[config.mk]
export PLATFORM = sky130hd
export DESIGN_NAME = word_pair_float_alarm_monitor
export DESIGN_NICKNAME = d
export VERILOG_FILES = /design/src/rtl/core/wpfam_pkg.sv /design/src/rtl/core/wpfam_front.sv /design/src/rtl/core/wpfam_queue.sv /design/src/rtl/core/wpfam_back.sv /design/src/rtl/core/word_pair_float_alarm_monitor.sv
export SDC_FILE = /design/constraint.sdc
export NUM_CORES = 2
export LEC_CHECK = 0
export BUFFER_PORTS_ARGS = -buffer_cell sky130_fd_sc_hd__buf_4
export CAP_MARGIN = 20
export CORE_ASPECT_RATIO = 1.2
export CORE_MARGIN = 5
export CORE_UTILIZATION = 25
export DETAILED_ROUTE_END_ITERATION = 6
export PLACE_DENSITY_LB_ADDON = 0.12
export REMOVE_ABC_BUFFERS = 1
export SLEW_MARGIN = 20
export SYNTH_ARGS = -nofsm -noshare
export SYNTH_HDL_FRONTEND = slang
export SYNTH_SLANG_ARGS = --single-unit
[constraint.sdc]
create_clock -name clk -period 8 [get_ports clk]
set_input_delay 0.4 -clock clk [delete_from_list [all_inputs] [get_ports clk]]
set_output_delay 0.4 -clock clk [all_outputs]
set_load 0.01 [all_outputs]
[src/rtl/core/wpfam_pkg.sv]
package wpfam_pkg;

    // Default build of the value path
    localparam int FRACTION_BITS_DEF = 16;
    localparam int VALUE_WIDTH_DEF   = 48;

    // Fixed field widths
    localparam int WORD_W      = 16;
    localparam int LIMIT_W     = 48;
    localparam int BAND_W      = 47;
    localparam int SEVSET_W    = 8;
    localparam int SEV_W       = 2;
    localparam int COND_W      = 3;
    localparam int CFG_INDEX_W = 3;
    localparam int CFG_DATA_W  = 48;

    // Float layout: 24-bit mantissa with hidden bit, bias plus mantissa shift
    localparam int MANT_W          = 24;
    localparam int EXP_W           = 8;
    localparam int EXP_BIAS_SHIFT  = 150;
    localparam int SIGN_BIT        = 15;
    localparam int EXP_LSB         = 7;
    localparam int MANT_HI_W       = 7;

    // Packed severities in severity_set
    localparam int SEV_HIHI_LSB = 6;
    localparam int SEV_LOLO_LSB = 4;
    localparam int SEV_HIGH_LSB = 2;
    localparam int SEV_LOW_LSB  = 0;

    // Depth of the queue between classification and evaluation
    localparam int QUEUE_DEPTH = 4;

    typedef enum logic [COND_W-1:0] {
        COND_NONE = 3'd0,
        COND_HIHI = 3'd1,
        COND_LOLO = 3'd2,
        COND_HIGH = 3'd3,
        COND_LOW  = 3'd4
    } cond_t;

    typedef enum logic [CFG_INDEX_W-1:0] {
        REG_HIHI_LIMIT       = 3'd0,
        REG_HIGH_LIMIT       = 3'd1,
        REG_LOW_LIMIT        = 3'd2,
        REG_LOLO_LIMIT       = 3'd3,
        REG_HYSTERESIS       = 3'd4,
        REG_VALUE_DEADBAND   = 3'd5,
        REG_ARCHIVE_DEADBAND = 3'd6,
        REG_SEVERITY_SET     = 3'd7
    } reg_index_t;

    typedef struct packed {
        logic signed [LIMIT_W-1:0]  hihi_limit;
        logic signed [LIMIT_W-1:0]  high_limit;
        logic signed [LIMIT_W-1:0]  low_limit;
        logic signed [LIMIT_W-1:0]  lolo_limit;
        logic        [BAND_W-1:0]   hysteresis;
        logic        [BAND_W-1:0]   value_deadband;
        logic        [BAND_W-1:0]   archive_deadband;
        logic        [SEVSET_W-1:0] severity_set;
    } cfg_t;

    // hit: value is at or past the limit; near: value is within hysteresis of it
    typedef struct packed {
        logic hihi_hit;
        logic hihi_near;
        logic lolo_hit;
        logic lolo_near;
        logic high_hit;
        logic high_near;
        logic low_hit;
        logic low_near;
    } limit_flags_t;

endpackage

[src/rtl/core/wpfam_front.sv]
module wpfam_front #(
    parameter int FRACTION_BITS = wpfam_pkg::FRACTION_BITS_DEF,
    parameter int VALUE_WIDTH   = wpfam_pkg::VALUE_WIDTH_DEF,
    parameter int ENTRY_W       = VALUE_WIDTH + 2 * wpfam_pkg::WORD_W
                                  + $bits(wpfam_pkg::limit_flags_t)
) (
    input  logic                            clk,
    input  logic                            rst_n,
    input  wpfam_pkg::cfg_t                 cfg,
    input  logic                            in_valid,
    output logic                            in_stall,
    input  logic [wpfam_pkg::WORD_W-1:0]    word_high,
    input  logic [wpfam_pkg::WORD_W-1:0]    word_low,
    output logic                            push_valid,
    input  logic                            push_ready,
    output logic [ENTRY_W-1:0]              push_data
);

    localparam int LVL_W = (VALUE_WIDTH > wpfam_pkg::LIMIT_W) ? VALUE_WIDTH
                                                              : wpfam_pkg::LIMIT_W;
    localparam logic signed [9:0] SHIFT_OFS =
        10'(FRACTION_BITS - wpfam_pkg::EXP_BIAS_SHIFT);
    // at or above this shift the mantissa's top bit falls outside the value word
    localparam logic signed [9:0] SAT_SHIFT =
        10'(VALUE_WIDTH - wpfam_pkg::MANT_W + 1);
    localparam logic [VALUE_WIDTH-1:0] CAP = VALUE_WIDTH'(1) << (VALUE_WIDTH - 1);

    function automatic logic [LVL_W:0] abs_diff(input logic signed [LVL_W-1:0] a,
                                                input logic signed [LVL_W-1:0] b);
        logic signed [LVL_W:0] d;
        d = (LVL_W+1)'(a) - (LVL_W+1)'(b);
        return d[LVL_W] ? (LVL_W+1)'(-d) : (LVL_W+1)'(d);
    endfunction

    // stage 1: float to fixed point
    logic                                s1_valid_reg, s1_valid_next;
    logic signed [VALUE_WIDTH-1:0]       s1_value_reg, s1_value_next;
    logic [wpfam_pkg::WORD_W-1:0]        s1_high_reg, s1_low_reg;

    // stage 2: limit classification
    logic                                s2_valid_reg, s2_valid_next;
    logic signed [VALUE_WIDTH-1:0]       s2_value_reg;
    logic [wpfam_pkg::WORD_W-1:0]        s2_high_reg, s2_low_reg;
    wpfam_pkg::limit_flags_t             s2_flags_reg, s2_flags_next;

    logic s1_free, s2_free, s1_move, in_take;

    assign s2_free  = !s2_valid_reg || push_ready;
    assign s1_move  = s1_valid_reg && s2_free;
    assign s1_free  = !s1_valid_reg || s2_free;
    assign in_stall = !s1_free;
    assign in_take  = in_valid && s1_free;

    assign s1_valid_next = in_take || (s1_valid_reg && !s2_free);
    assign s2_valid_next = s1_move || (s2_valid_reg && !push_ready);

    // conversion
    logic                          sgn;
    logic [wpfam_pkg::EXP_W-1:0]   expo;
    logic [wpfam_pkg::MANT_W-1:0]  mant;
    logic signed [9:0]             shift_amt;
    logic [9:0]                    shl, shr;
    logic                          shift_neg, too_big;
    logic [VALUE_WIDTH-1:0]        mant_w, mag, mag_lim, mag_sat;

    always_comb
    begin
        sgn       = word_high[wpfam_pkg::SIGN_BIT];
        expo      = word_high[wpfam_pkg::EXP_LSB +: wpfam_pkg::EXP_W];
        mant      = {1'b1, word_high[wpfam_pkg::MANT_HI_W-1:0], word_low};
        shift_amt = $signed({2'b00, expo}) + SHIFT_OFS;
        shift_neg = shift_amt[9];
        shl       = shift_amt;
        shr       = -shift_amt;
        mant_w    = VALUE_WIDTH'(mant);
        mag       = shift_neg ? (mant_w >> shr) : (mant_w << shl);
        too_big   = !shift_neg && (shift_amt >= SAT_SHIFT);
        mag_lim   = sgn ? CAP : (CAP - VALUE_WIDTH'(1));
        mag_sat   = (too_big || (mag > mag_lim)) ? mag_lim : mag;
        s1_value_next = sgn ? $signed(-mag_sat) : $signed(mag_sat);
    end

    // classification against the configured limits
    logic signed [LVL_W-1:0] v_ext, hihi_x, high_x, low_x, lolo_x;
    logic        [LVL_W:0]   hyst_x;

    always_comb
    begin
        v_ext  = LVL_W'(s1_value_reg);
        hihi_x = LVL_W'(cfg.hihi_limit);
        high_x = LVL_W'(cfg.high_limit);
        low_x  = LVL_W'(cfg.low_limit);
        lolo_x = LVL_W'(cfg.lolo_limit);
        hyst_x = (LVL_W+1)'(cfg.hysteresis);
        s2_flags_next.hihi_hit  = v_ext >= hihi_x;
        s2_flags_next.hihi_near = abs_diff(hihi_x, v_ext) <= hyst_x;
        s2_flags_next.lolo_hit  = v_ext <= lolo_x;
        s2_flags_next.lolo_near = abs_diff(v_ext, lolo_x) <= hyst_x;
        s2_flags_next.high_hit  = v_ext >= high_x;
        s2_flags_next.high_near = abs_diff(high_x, v_ext) <= hyst_x;
        s2_flags_next.low_hit   = v_ext <= low_x;
        s2_flags_next.low_near  = abs_diff(v_ext, low_x) <= hyst_x;
    end

    always_ff @(posedge clk or negedge rst_n)
    begin
        if (!rst_n)
        begin
            s1_valid_reg <= 1'b0;
            s2_valid_reg <= 1'b0;
        end
        else
        begin
            s1_valid_reg <= s1_valid_next;
            s2_valid_reg <= s2_valid_next;
        end
    end

    always_ff @(posedge clk)
    begin
        if (in_take)
        begin
            s1_value_reg <= s1_value_next;
            s1_high_reg  <= word_high;
            s1_low_reg   <= word_low;
        end
        if (s1_move)
        begin
            s2_value_reg <= s1_value_reg;
            s2_high_reg  <= s1_high_reg;
            s2_low_reg   <= s1_low_reg;
            s2_flags_reg <= s2_flags_next;
        end
    end

    assign push_valid = s2_valid_reg;
    assign push_data  = {s2_value_reg, s2_high_reg, s2_low_reg, s2_flags_reg};

endmodule

[src/rtl/core/wpfam_queue.sv]
module wpfam_queue #(
    parameter int WIDTH = 8,
    parameter int DEPTH = wpfam_pkg::QUEUE_DEPTH
) (
    input  logic             clk,
    input  logic             rst_n,
    input  logic             push_valid,
    output logic             push_ready,
    input  logic [WIDTH-1:0] push_data,
    output logic             pop_valid,
    input  logic             pop_ready,
    output logic [WIDTH-1:0] pop_data
);

    localparam int PTR_W = (DEPTH > 1) ? $clog2(DEPTH) : 1;
    localparam int CNT_W = $clog2(DEPTH + 1);

    logic [WIDTH-1:0] mem_reg [DEPTH];
    logic [PTR_W-1:0] wr_ptr_reg, wr_ptr_next, rd_ptr_reg, rd_ptr_next;
    logic [CNT_W-1:0] count_reg, count_next;
    logic             do_push, do_pop;

    assign push_ready = count_reg != CNT_W'(DEPTH);
    assign pop_valid  = count_reg != '0;
    assign pop_data   = mem_reg[rd_ptr_reg];
    assign do_push    = push_valid && push_ready;
    assign do_pop     = pop_valid && pop_ready;

    always_comb
    begin
        wr_ptr_next = wr_ptr_reg;
        rd_ptr_next = rd_ptr_reg;
        count_next  = count_reg;
        if (do_push)
            wr_ptr_next = (wr_ptr_reg == PTR_W'(DEPTH - 1)) ? '0 : wr_ptr_reg + 1'b1;
        if (do_pop)
            rd_ptr_next = (rd_ptr_reg == PTR_W'(DEPTH - 1)) ? '0 : rd_ptr_reg + 1'b1;
        if (do_push && !do_pop)
            count_next = count_reg + 1'b1;
        else if (do_pop && !do_push)
            count_next = count_reg - 1'b1;
    end

    always_ff @(posedge clk or negedge rst_n)
    begin
        if (!rst_n)
        begin
            wr_ptr_reg <= '0;
            rd_ptr_reg <= '0;
            count_reg  <= '0;
        end
        else
        begin
            wr_ptr_reg <= wr_ptr_next;
            rd_ptr_reg <= rd_ptr_next;
            count_reg  <= count_next;
        end
    end

    always_ff @(posedge clk)
    begin
        if (do_push)
            mem_reg[wr_ptr_reg] <= push_data;
    end

endmodule

[src/rtl/core/wpfam_back.sv]
module wpfam_back #(
    parameter int VALUE_WIDTH = wpfam_pkg::VALUE_WIDTH_DEF,
    parameter int ENTRY_W     = VALUE_WIDTH + 2 * wpfam_pkg::WORD_W
                                + $bits(wpfam_pkg::limit_flags_t)
) (
    input  logic                            clk,
    input  logic                            rst_n,
    input  wpfam_pkg::cfg_t                 cfg,
    input  logic                            pop_valid,
    output logic                            pop_ready,
    input  logic [ENTRY_W-1:0]              pop_data,
    output logic                            out_valid,
    input  logic                            out_stall,
    output logic signed [VALUE_WIDTH-1:0]   value,
    output logic [wpfam_pkg::COND_W-1:0]    alarm_condition,
    output logic [wpfam_pkg::SEV_W-1:0]     alarm_severity,
    output logic                            alarm_event,
    output logic                            value_event,
    output logic                            archive_event,
    output logic                            high_word_event,
    output logic                            low_word_event
);

    localparam int LVL_W = (VALUE_WIDTH > wpfam_pkg::LIMIT_W) ? VALUE_WIDTH
                                                              : wpfam_pkg::LIMIT_W;

    function automatic logic [LVL_W:0] abs_diff(input logic signed [LVL_W-1:0] a,
                                                input logic signed [LVL_W-1:0] b);
        logic signed [LVL_W:0] d;
        d = (LVL_W+1)'(a) - (LVL_W+1)'(b);
        return d[LVL_W] ? (LVL_W+1)'(-d) : (LVL_W+1)'(d);
    endfunction

    // transaction popped from the queue
    logic signed [VALUE_WIDTH-1:0]  e_value;
    logic [wpfam_pkg::WORD_W-1:0]   e_high, e_low;
    wpfam_pkg::limit_flags_t        e_flags;

    assign {e_value, e_high, e_low, e_flags} = pop_data;

    // running state
    logic signed [LVL_W-1:0]       lalm_reg, lalm_next;
    logic signed [LVL_W-1:0]       lmon_reg, larc_reg;
    logic [wpfam_pkg::WORD_W-1:0]  prev_high_reg, prev_low_reg;
    wpfam_pkg::cond_t              prev_cond_reg, cond_next;
    logic [wpfam_pkg::SEV_W-1:0]   prev_sev_reg, sev_next;

    // output register
    logic                          out_valid_reg, out_valid_next;
    logic signed [VALUE_WIDTH-1:0] value_reg;
    logic                          aev_reg, vev_reg, arev_reg, hev_reg, lev_reg;
    logic                          aev_next, vev_next, arev_next, hev_next, lev_next;

    logic load;

    assign pop_ready      = !out_valid_reg || !out_stall;
    assign load           = pop_valid && pop_ready;
    assign out_valid_next = load || (out_valid_reg && out_stall);

    logic signed [LVL_W-1:0]     v_ext, hihi_x, high_x, low_x, lolo_x;
    logic [wpfam_pkg::SEV_W-1:0] sv_hihi, sv_high, sv_low, sv_lolo;
    logic                        fire_hihi, fire_lolo, fire_high, fire_low;

    always_comb
    begin
        v_ext   = LVL_W'(e_value);
        hihi_x  = LVL_W'(cfg.hihi_limit);
        high_x  = LVL_W'(cfg.high_limit);
        low_x   = LVL_W'(cfg.low_limit);
        lolo_x  = LVL_W'(cfg.lolo_limit);
        sv_hihi = cfg.severity_set[wpfam_pkg::SEV_HIHI_LSB +: wpfam_pkg::SEV_W];
        sv_lolo = cfg.severity_set[wpfam_pkg::SEV_LOLO_LSB +: wpfam_pkg::SEV_W];
        sv_high = cfg.severity_set[wpfam_pkg::SEV_HIGH_LSB +: wpfam_pkg::SEV_W];
        sv_low  = cfg.severity_set[wpfam_pkg::SEV_LOW_LSB +: wpfam_pkg::SEV_W];

        // hysteresis applies only to the level that was last active
        fire_hihi = (sv_hihi != '0) &&
                    (e_flags.hihi_hit || ((lalm_reg == hihi_x) && e_flags.hihi_near));
        fire_lolo = (sv_lolo != '0) &&
                    (e_flags.lolo_hit || ((lalm_reg == lolo_x) && e_flags.lolo_near));
        fire_high = (sv_high != '0) &&
                    (e_flags.high_hit || ((lalm_reg == high_x) && e_flags.high_near));
        fire_low  = (sv_low != '0) &&
                    (e_flags.low_hit || ((lalm_reg == low_x) && e_flags.low_near));

        priority if (fire_hihi)
        begin
            cond_next = wpfam_pkg::COND_HIHI;
            sev_next  = sv_hihi;
            lalm_next = hihi_x;
        end
        else if (fire_lolo)
        begin
            cond_next = wpfam_pkg::COND_LOLO;
            sev_next  = sv_lolo;
            lalm_next = lolo_x;
        end
        else if (fire_high)
        begin
            cond_next = wpfam_pkg::COND_HIGH;
            sev_next  = sv_high;
            lalm_next = high_x;
        end
        else if (fire_low)
        begin
            cond_next = wpfam_pkg::COND_LOW;
            sev_next  = sv_low;
            lalm_next = low_x;
        end
        else
        begin
            cond_next = wpfam_pkg::COND_NONE;
            sev_next  = '0;
            lalm_next = v_ext;
        end

        aev_next  = (cond_next != prev_cond_reg) || (sev_next != prev_sev_reg);
        vev_next  = abs_diff(lmon_reg, v_ext) > (LVL_W+1)'(cfg.value_deadband);
        arev_next = abs_diff(larc_reg, v_ext) > (LVL_W+1)'(cfg.archive_deadband);
        hev_next  = aev_next || (e_high != prev_high_reg);
        lev_next  = aev_next || (e_low != prev_low_reg);
    end

    always_ff @(posedge clk or negedge rst_n)
    begin
        if (!rst_n)
        begin
            out_valid_reg <= 1'b0;
            lalm_reg      <= '0;
            lmon_reg      <= '0;
            larc_reg      <= '0;
            prev_high_reg <= '0;
            prev_low_reg  <= '0;
            prev_cond_reg <= wpfam_pkg::COND_NONE;
            prev_sev_reg  <= '0;
        end
        else
        begin
            out_valid_reg <= out_valid_next;
            if (load)
            begin
                lalm_reg      <= lalm_next;
                prev_high_reg <= e_high;
                prev_low_reg  <= e_low;
                prev_cond_reg <= cond_next;
                prev_sev_reg  <= sev_next;
                if (vev_next)
                    lmon_reg <= v_ext;
                if (arev_next)
                    larc_reg <= v_ext;
            end
        end
    end

    always_ff @(posedge clk)
    begin
        if (load)
        begin
            value_reg <= e_value;
            aev_reg   <= aev_next;
            vev_reg   <= vev_next;
            arev_reg  <= arev_next;
            hev_reg   <= hev_next;
            lev_reg   <= lev_next;
        end
    end

    // condition and severity of the held result are the last stored ones
    assign out_valid       = out_valid_reg;
    assign value           = value_reg;
    assign alarm_condition = prev_cond_reg;
    assign alarm_severity  = prev_sev_reg;
    assign alarm_event     = aev_reg;
    assign value_event     = vev_reg;
    assign archive_event   = arev_reg;
    assign high_word_event = hev_reg;
    assign low_word_event  = lev_reg;

endmodule

[src/rtl/core/word_pair_float_alarm_monitor.sv]
// Word-pair float alarm monitor.
// Input channel (in_valid/in_stall, word_high, word_low): one transaction is a
// 32-bit float split in two 16-bit words, hidden bit always set. Output channel
// (out_valid/out_stall): one result transaction per input, in order, carrying
// the saturated fixed-point value, alarm condition and severity, and events.
// Configuration (cfg_valid/cfg_ready, cfg_index, cfg_data) writes the limits,
// hysteresis, deadbands and severity set; cfg_ready is always high, and writes
// are meant to happen only while no transaction is in flight.
// Path: input acceptance to out_valid runs through convert, classify, queue
// and evaluate, each registered. Throughput: one transaction per cycle while
// out_stall is low; the back end updates its alarm/deadband state as it loads each.
// Reset clears the valid flags, queue pointers, configuration, the alarm history
// and the deadband references to zero. When out_stall is high the result holds;
// the back end stops, the queue fills, and only then does in_stall rise.
module word_pair_float_alarm_monitor #(
    parameter int FRACTION_BITS = wpfam_pkg::FRACTION_BITS_DEF,
    parameter int VALUE_WIDTH   = wpfam_pkg::VALUE_WIDTH_DEF
) (
    input  logic                              clk,
    input  logic                              rst_n,

    // configuration write channel
    input  logic                              cfg_valid,
    output logic                              cfg_ready,
    input  logic [wpfam_pkg::CFG_INDEX_W-1:0] cfg_index,
    input  logic [wpfam_pkg::CFG_DATA_W-1:0]  cfg_data,

    // input channel
    input  logic                              in_valid,
    output logic                              in_stall,
    input  logic [wpfam_pkg::WORD_W-1:0]      word_high,
    input  logic [wpfam_pkg::WORD_W-1:0]      word_low,

    // output channel
    output logic                              out_valid,
    input  logic                              out_stall,
    output logic signed [VALUE_WIDTH-1:0]     value,
    output logic [wpfam_pkg::COND_W-1:0]      alarm_condition,
    output logic [wpfam_pkg::SEV_W-1:0]       alarm_severity,
    output logic                              alarm_event,
    output logic                              value_event,
    output logic                              archive_event,
    output logic                              high_word_event,
    output logic                              low_word_event
);

    // queue entry: value, both words, limit flags
    localparam int ENTRY_W = VALUE_WIDTH + 2 * wpfam_pkg::WORD_W
                             + $bits(wpfam_pkg::limit_flags_t);

    // ---------------------------------------------------------------------
    // Configuration registers
    // ---------------------------------------------------------------------
    wpfam_pkg::cfg_t cfg_reg, cfg_next;
    logic            cfg_write;

    assign cfg_ready = 1'b1;
    assign cfg_write = cfg_valid && cfg_ready;

    always_comb
    begin
        cfg_next = cfg_reg;
        if (cfg_write)
        begin
            unique case (wpfam_pkg::reg_index_t'(cfg_index))
                wpfam_pkg::REG_HIHI_LIMIT:
                    cfg_next.hihi_limit = cfg_data;
                wpfam_pkg::REG_HIGH_LIMIT:
                    cfg_next.high_limit = cfg_data;
                wpfam_pkg::REG_LOW_LIMIT:
                    cfg_next.low_limit = cfg_data;
                wpfam_pkg::REG_LOLO_LIMIT:
                    cfg_next.lolo_limit = cfg_data;
                wpfam_pkg::REG_HYSTERESIS:
                    cfg_next.hysteresis = cfg_data[wpfam_pkg::BAND_W-1:0];
                wpfam_pkg::REG_VALUE_DEADBAND:
                    cfg_next.value_deadband = cfg_data[wpfam_pkg::BAND_W-1:0];
                wpfam_pkg::REG_ARCHIVE_DEADBAND:
                    cfg_next.archive_deadband = cfg_data[wpfam_pkg::BAND_W-1:0];
                wpfam_pkg::REG_SEVERITY_SET:
                    cfg_next.severity_set = cfg_data[wpfam_pkg::SEVSET_W-1:0];
            endcase
        end
    end

    always_ff @(posedge clk or negedge rst_n)
    begin
        if (!rst_n)
            cfg_reg <= '0;
        else
            cfg_reg <= cfg_next;
    end

    // ---------------------------------------------------------------------
    // Front end: float conversion and limit classification
    // ---------------------------------------------------------------------
    logic               push_valid, push_ready;
    logic [ENTRY_W-1:0] push_data;
    logic               pop_valid, pop_ready;
    logic [ENTRY_W-1:0] pop_data;

    wpfam_front #(
        .FRACTION_BITS (FRACTION_BITS),
        .VALUE_WIDTH   (VALUE_WIDTH),
        .ENTRY_W       (ENTRY_W)
    ) u_front (
        .clk        (clk),
        .rst_n      (rst_n),
        .cfg        (cfg_reg),
        .in_valid   (in_valid),
        .in_stall   (in_stall),
        .word_high  (word_high),
        .word_low   (word_low),
        .push_valid (push_valid),
        .push_ready (push_ready),
        .push_data  (push_data)
    );

    // ---------------------------------------------------------------------
    // Decoupling queue
    // ---------------------------------------------------------------------
    wpfam_queue #(
        .WIDTH (ENTRY_W),
        .DEPTH (wpfam_pkg::QUEUE_DEPTH)
    ) u_queue (
        .clk        (clk),
        .rst_n      (rst_n),
        .push_valid (push_valid),
        .push_ready (push_ready),
        .push_data  (push_data),
        .pop_valid  (pop_valid),
        .pop_ready  (pop_ready),
        .pop_data   (pop_data)
    );

    // ---------------------------------------------------------------------
    // Back end: alarm evaluation with hysteresis, deadbands, word events
    // ---------------------------------------------------------------------
    wpfam_back #(
        .VALUE_WIDTH (VALUE_WIDTH),
        .ENTRY_W     (ENTRY_W)
    ) u_back (
        .clk             (clk),
        .rst_n           (rst_n),
        .cfg             (cfg_reg),
        .pop_valid       (pop_valid),
        .pop_ready       (pop_ready),
        .pop_data        (pop_data),
        .out_valid       (out_valid),
        .out_stall       (out_stall),
        .value           (value),
        .alarm_condition (alarm_condition),
        .alarm_severity  (alarm_severity),
        .alarm_event     (alarm_event),
        .value_event     (value_event),
        .archive_event   (archive_event),
        .high_word_event (high_word_event),
        .low_word_event  (low_word_event)
    );

endmodule

==> results.toml <==
[critical_path]
worstPathRequired_ps = 8660
max_stage_delay_ps = 1120
cp_top_family = "compound AO/OA/AOI/OAI gates"
criticalPathCategory = "reg2reg"
crit_top_cell = "buf_4"
cp.arrival_ps = 8460
worstReg2RegEnd = "u_front.push_data[0]"
r2r-start = "u_front.s1_value_reg[31]"
cp-end-kind = "flip-flop"
path_buf_inv = 5
crit_slowest_cell = "edfxtp_1"
crit_path_start = "u_front.s1_value_reg[31]"
worstPathMaxFanout = 6
r2r_cells = 32
startpoint_type = "flip-flop"
cp-endpoint = "u_front.push_data[0]"
cp.depth = 32
r2r_slack_ps = 200

[flow_run]
drv_cap = 0

[timing]
finalHoldViolations = 0
fmax_mhz = 128
period_minus_slack_ps = 7800
post-route-period-util_pct = 97.5
finalWorstSetupSlack_ps = 201
finalMaxSlewViolations = 0
setup_viol = 0
slew-limit-headroom_pct = 21.9
tightest_slew_ps = 1170
finalClockSkew_ps = 65.5

[power_and_ir_drop]
pwr-share-clk_pct = 10.9
switching_share_pct = 48.3
switching_power_uw = 28900
power_frac_seq_pct = 16.0
intPower_uw = 31000
comb_power_share_pct = 73.1
peakVddDrop_v = 0.000325
power_leakage_uw = 0.0425
power-per-cell-area_mw_per_mm2 = 583

[synth]
synth.area.top_cells = "edfxtp_1, dfrtp_1, ha_1"
synthDistinctLibCells = 128
ys_seq_area_share_pct = 36.9
netlist_area_mm2 = 0.0828
synth-main-ff-cell = "edfxtp_1"
async_flop_share_pct = 48.1
synth_top_cell_area_share_pct = 20.8
ys_warn_count = 0
ys_ff_latch = 1105
synth_top_cell_by_area = "edfxtp_1"
syn_inst = 8639
synth_edf_count = 573
avgSynthCellArea_um2 = 9.58

[floorplanning]
start_util_pct = 25.1
die_w_um = 535
row_count = 231
die-height_um = 640
core-area_mm2 = 0.330
die_area_mm2 = 0.343
ios = 149

[status]
status = "complete, no violations"

[cts]
clkSinkCount = 1105
cts_tree = "built"
cts.path.max_buffers = 4
clk_latency_ps = 830
cts-root-buf = "clkbuf_16"
clkTransAtPathRegs_ps = 70
htreeDepth = 4
cts_made_buffers = 139

[layout]
syn2layout_area_growth_pct = 24.3
stdcell_area_mm2 = 0.103
final_util_pct = 31.2
drive_gt1_share_pct = 22.0
fin_nets = 10390
largest_register_ff_count = 352

[global_routing]
grtUsageMet2_pct = 43.0
grt_antenna_before_repair = 71
grt_util_met1_pct = 28.7
use_met3_pct = 2.79
grt_pass1_vias = 74444
grt_pass1_wl_um = 593000
grt-ovfl-total = 0
grt_use_total_pct = 24.3
grt_max_degree = 114
top_usage_layer = "met2"

[routing]
drt_pre_antenna_iters = 6
wirelength_um = 431000
vias = 74204
initialDrtViolationCount = 5784
route.detailed.drc = 0
routed_via_density = 5.21
wl_per_cell_um = 30.3
postRouteAntennaNets = 0

[place]
io_buffer_count = 147
hpwl_um = 348000
dp_slack_ps = -509
gp_congestion = 0.983
place_area_mm2 = 0.0959

[min_path]
hold_path_class = "in2reg"
cells in the final DEF (no fill, tap or decap), types with 33 or more instances in the layout:
cell type | synthesis | routed
buf_12 | 0 | 39
xor2_1 | 265 | 261
a21oi_2 | 6 | 34
nand4_1 | 181 | 181
a21o_1 | 230 | 229
edfxtp_1 | 573 | 573
ha_1 | 639 | 631
nand3_1 | 149 | 146
nor2_1 | 546 | 536
and2_1 | 57 | 51
mux4_2 | 126 | 126
o21ai_1 | 52 | 67
buf_4 | 16 | 1170
dfrtp_1 | 532 | 530
nor3_1 | 159 | 152
nor2b_1 | 76 | 72
clkbuf_16 | 0 | 152
or2_2 | 33 | 33
diode_2 | 0 | 48
o21ai_0 | 525 | 499
o21a_1 | 80 | 78
nand2b_1 | 62 | 61
nand2_1 | 784 | 775
mux2_1 | 72 | 71
inv_1 | 464 | 447
a211oi_1 | 71 | 59
o211ai_1 | 79 | 79
a31oi_1 | 98 | 90
nor4_1 | 83 | 77
mux2_2 | 297 | 297
dlygate4sd3_1 | 0 | 71
xnor2_1 | 473 | 467
o31ai_1 | 53 | 51
a21oi_1 | 663 | 631
or3_1 | 50 | 46
and3_1 | 50 | 49
mux2i_1 | 120 | 119
stage by stage:
| step | cells | hold WS, ps | total power (uW) | TNS [ps] |
|---|---|---|---|---|
| after CTS | 14145 | 6.11 | 58900 | 0 |
| final | 14232 | 51.3 | 60000 | 0 |
| after global routing | 14216 | 23.5 | 64100 | -300 |
| after floorplan | 8219 | 104 | 32400 | -346950 |
| after global placement | 13814 | 405 | 50800 | -49350 |
| after detailed placement | 13815 | 405 | 50900 | -36740 |
worst min-delay path by stage:
stage	cells past startpoint	to	slack, ps	from
finish	3	cfg_reg[131]	50	cfg_data[29]
CTS	3	cfg_reg[131]	6	cfg_data[29]
detailed placement	0	u_front.s2_high_reg[14]	400	u_front.s1_high_reg[14]
global route	3	cfg_reg[131]	20	cfg_data[29]
floorplan	0	cfg_reg[0]	100	rst_n
global placement	0	u_front.s2_high_reg[12]	410	u_front.s1_high_reg[12]
power groups by stage:
stage	Clock, uW	Sequential (uW)	Combinational, uW
after global routing	6920	9690	47500
after detailed placement	0	9680	41200
after CTS	6730	9580	42600
after floorplan	0	9060	23300
final	6550	9580	43900
after global placement	0	9640	41200
cell families (layout without fill, tap and decap cells):
family          after synthesis  count (layout)  synth area share [%]
flops                      1105            1105                  36.9
fa+ha+maj                   646             646                  9.83
mux                         615             615                  9.90
simple gates               2391            2391                  14.1
other cells                   1              49               0.00453
compound gates             2252            2252                  17.2
xor+xnor                    740             740                  7.85
buf+inv                     889            2007                  4.27
routing by layer:
layer  wire length, um  up-vias
met1            172000    37389
met5               106        -
li1                  -    33937
met2            213000     2171
met4             27900       16
met3             17700      691
final cells by class:
class | count | area [um2]
fill | 34315 | 227000
multi-input combinational | 6645 | 49700
sequential | 1105 | 30500
timing repair buffer | 1296 | 10600
tap | 4427 | 5540
clock buffer | 189 | 3950
inverter | 469 | 1770
clock inverter | 53 | 668
antenna | 48 | 120
what timing repair did:
action,CTS,global route
buffers inserted,11,39
hold buffers,71,0
hold endpoints to repair,187,0
resized for setup,63,166
pin swaps,16,73
setup endpoints to repair,99,101
cloned,6,5
synth_stat cells (46+ instances only):
| cell | instances |
|---|---|
| nand2_1 | 784 |
| a21oi_1 | 663 |
| ha_1 | 639 |
| edfxtp_1 | 573 |
| nor2_1 | 546 |
| dfrtp_1 | 532 |
| o21ai_0 | 525 |
| xnor2_1 | 473 |
| inv_1 | 464 |
| mux2_2 | 297 |
| clkbuf_1 | 296 |
| xor2_1 | 265 |
| a21o_1 | 230 |
| nand4_1 | 181 |
| nor3_1 | 159 |
| nand3_1 | 149 |
| mux4_2 | 126 |
| mux2i_1 | 120 |
| a31oi_1 | 98 |
| nor4_1 | 83 |
| o21a_1 | 80 |
| o211ai_1 | 79 |
| nor2b_1 | 76 |
| mux2_1 | 72 |
| a211oi_1 | 71 |
| nand2b_1 | 62 |
| and2_1 | 57 |
| o31ai_1 | 53 |
| buf_2 | 52 |
| o21ai_1 | 52 |
| and3_1 | 50 |
| or3_1 | 50 |
| buf_1 | 46 |
worst reg2reg max path, delay by kind of cell, from the launching register on:
kind | cells | cell delay [ps]
compound gates | 19 | 3970
xor+xnor | 1 | 420
fa+ha+maj | 2 | 850
buf+inv | 5 | 830
flops | 1 | 1120
simple gates | 5 | 470
Note: power is estimated with default switching activity, not from simulation.
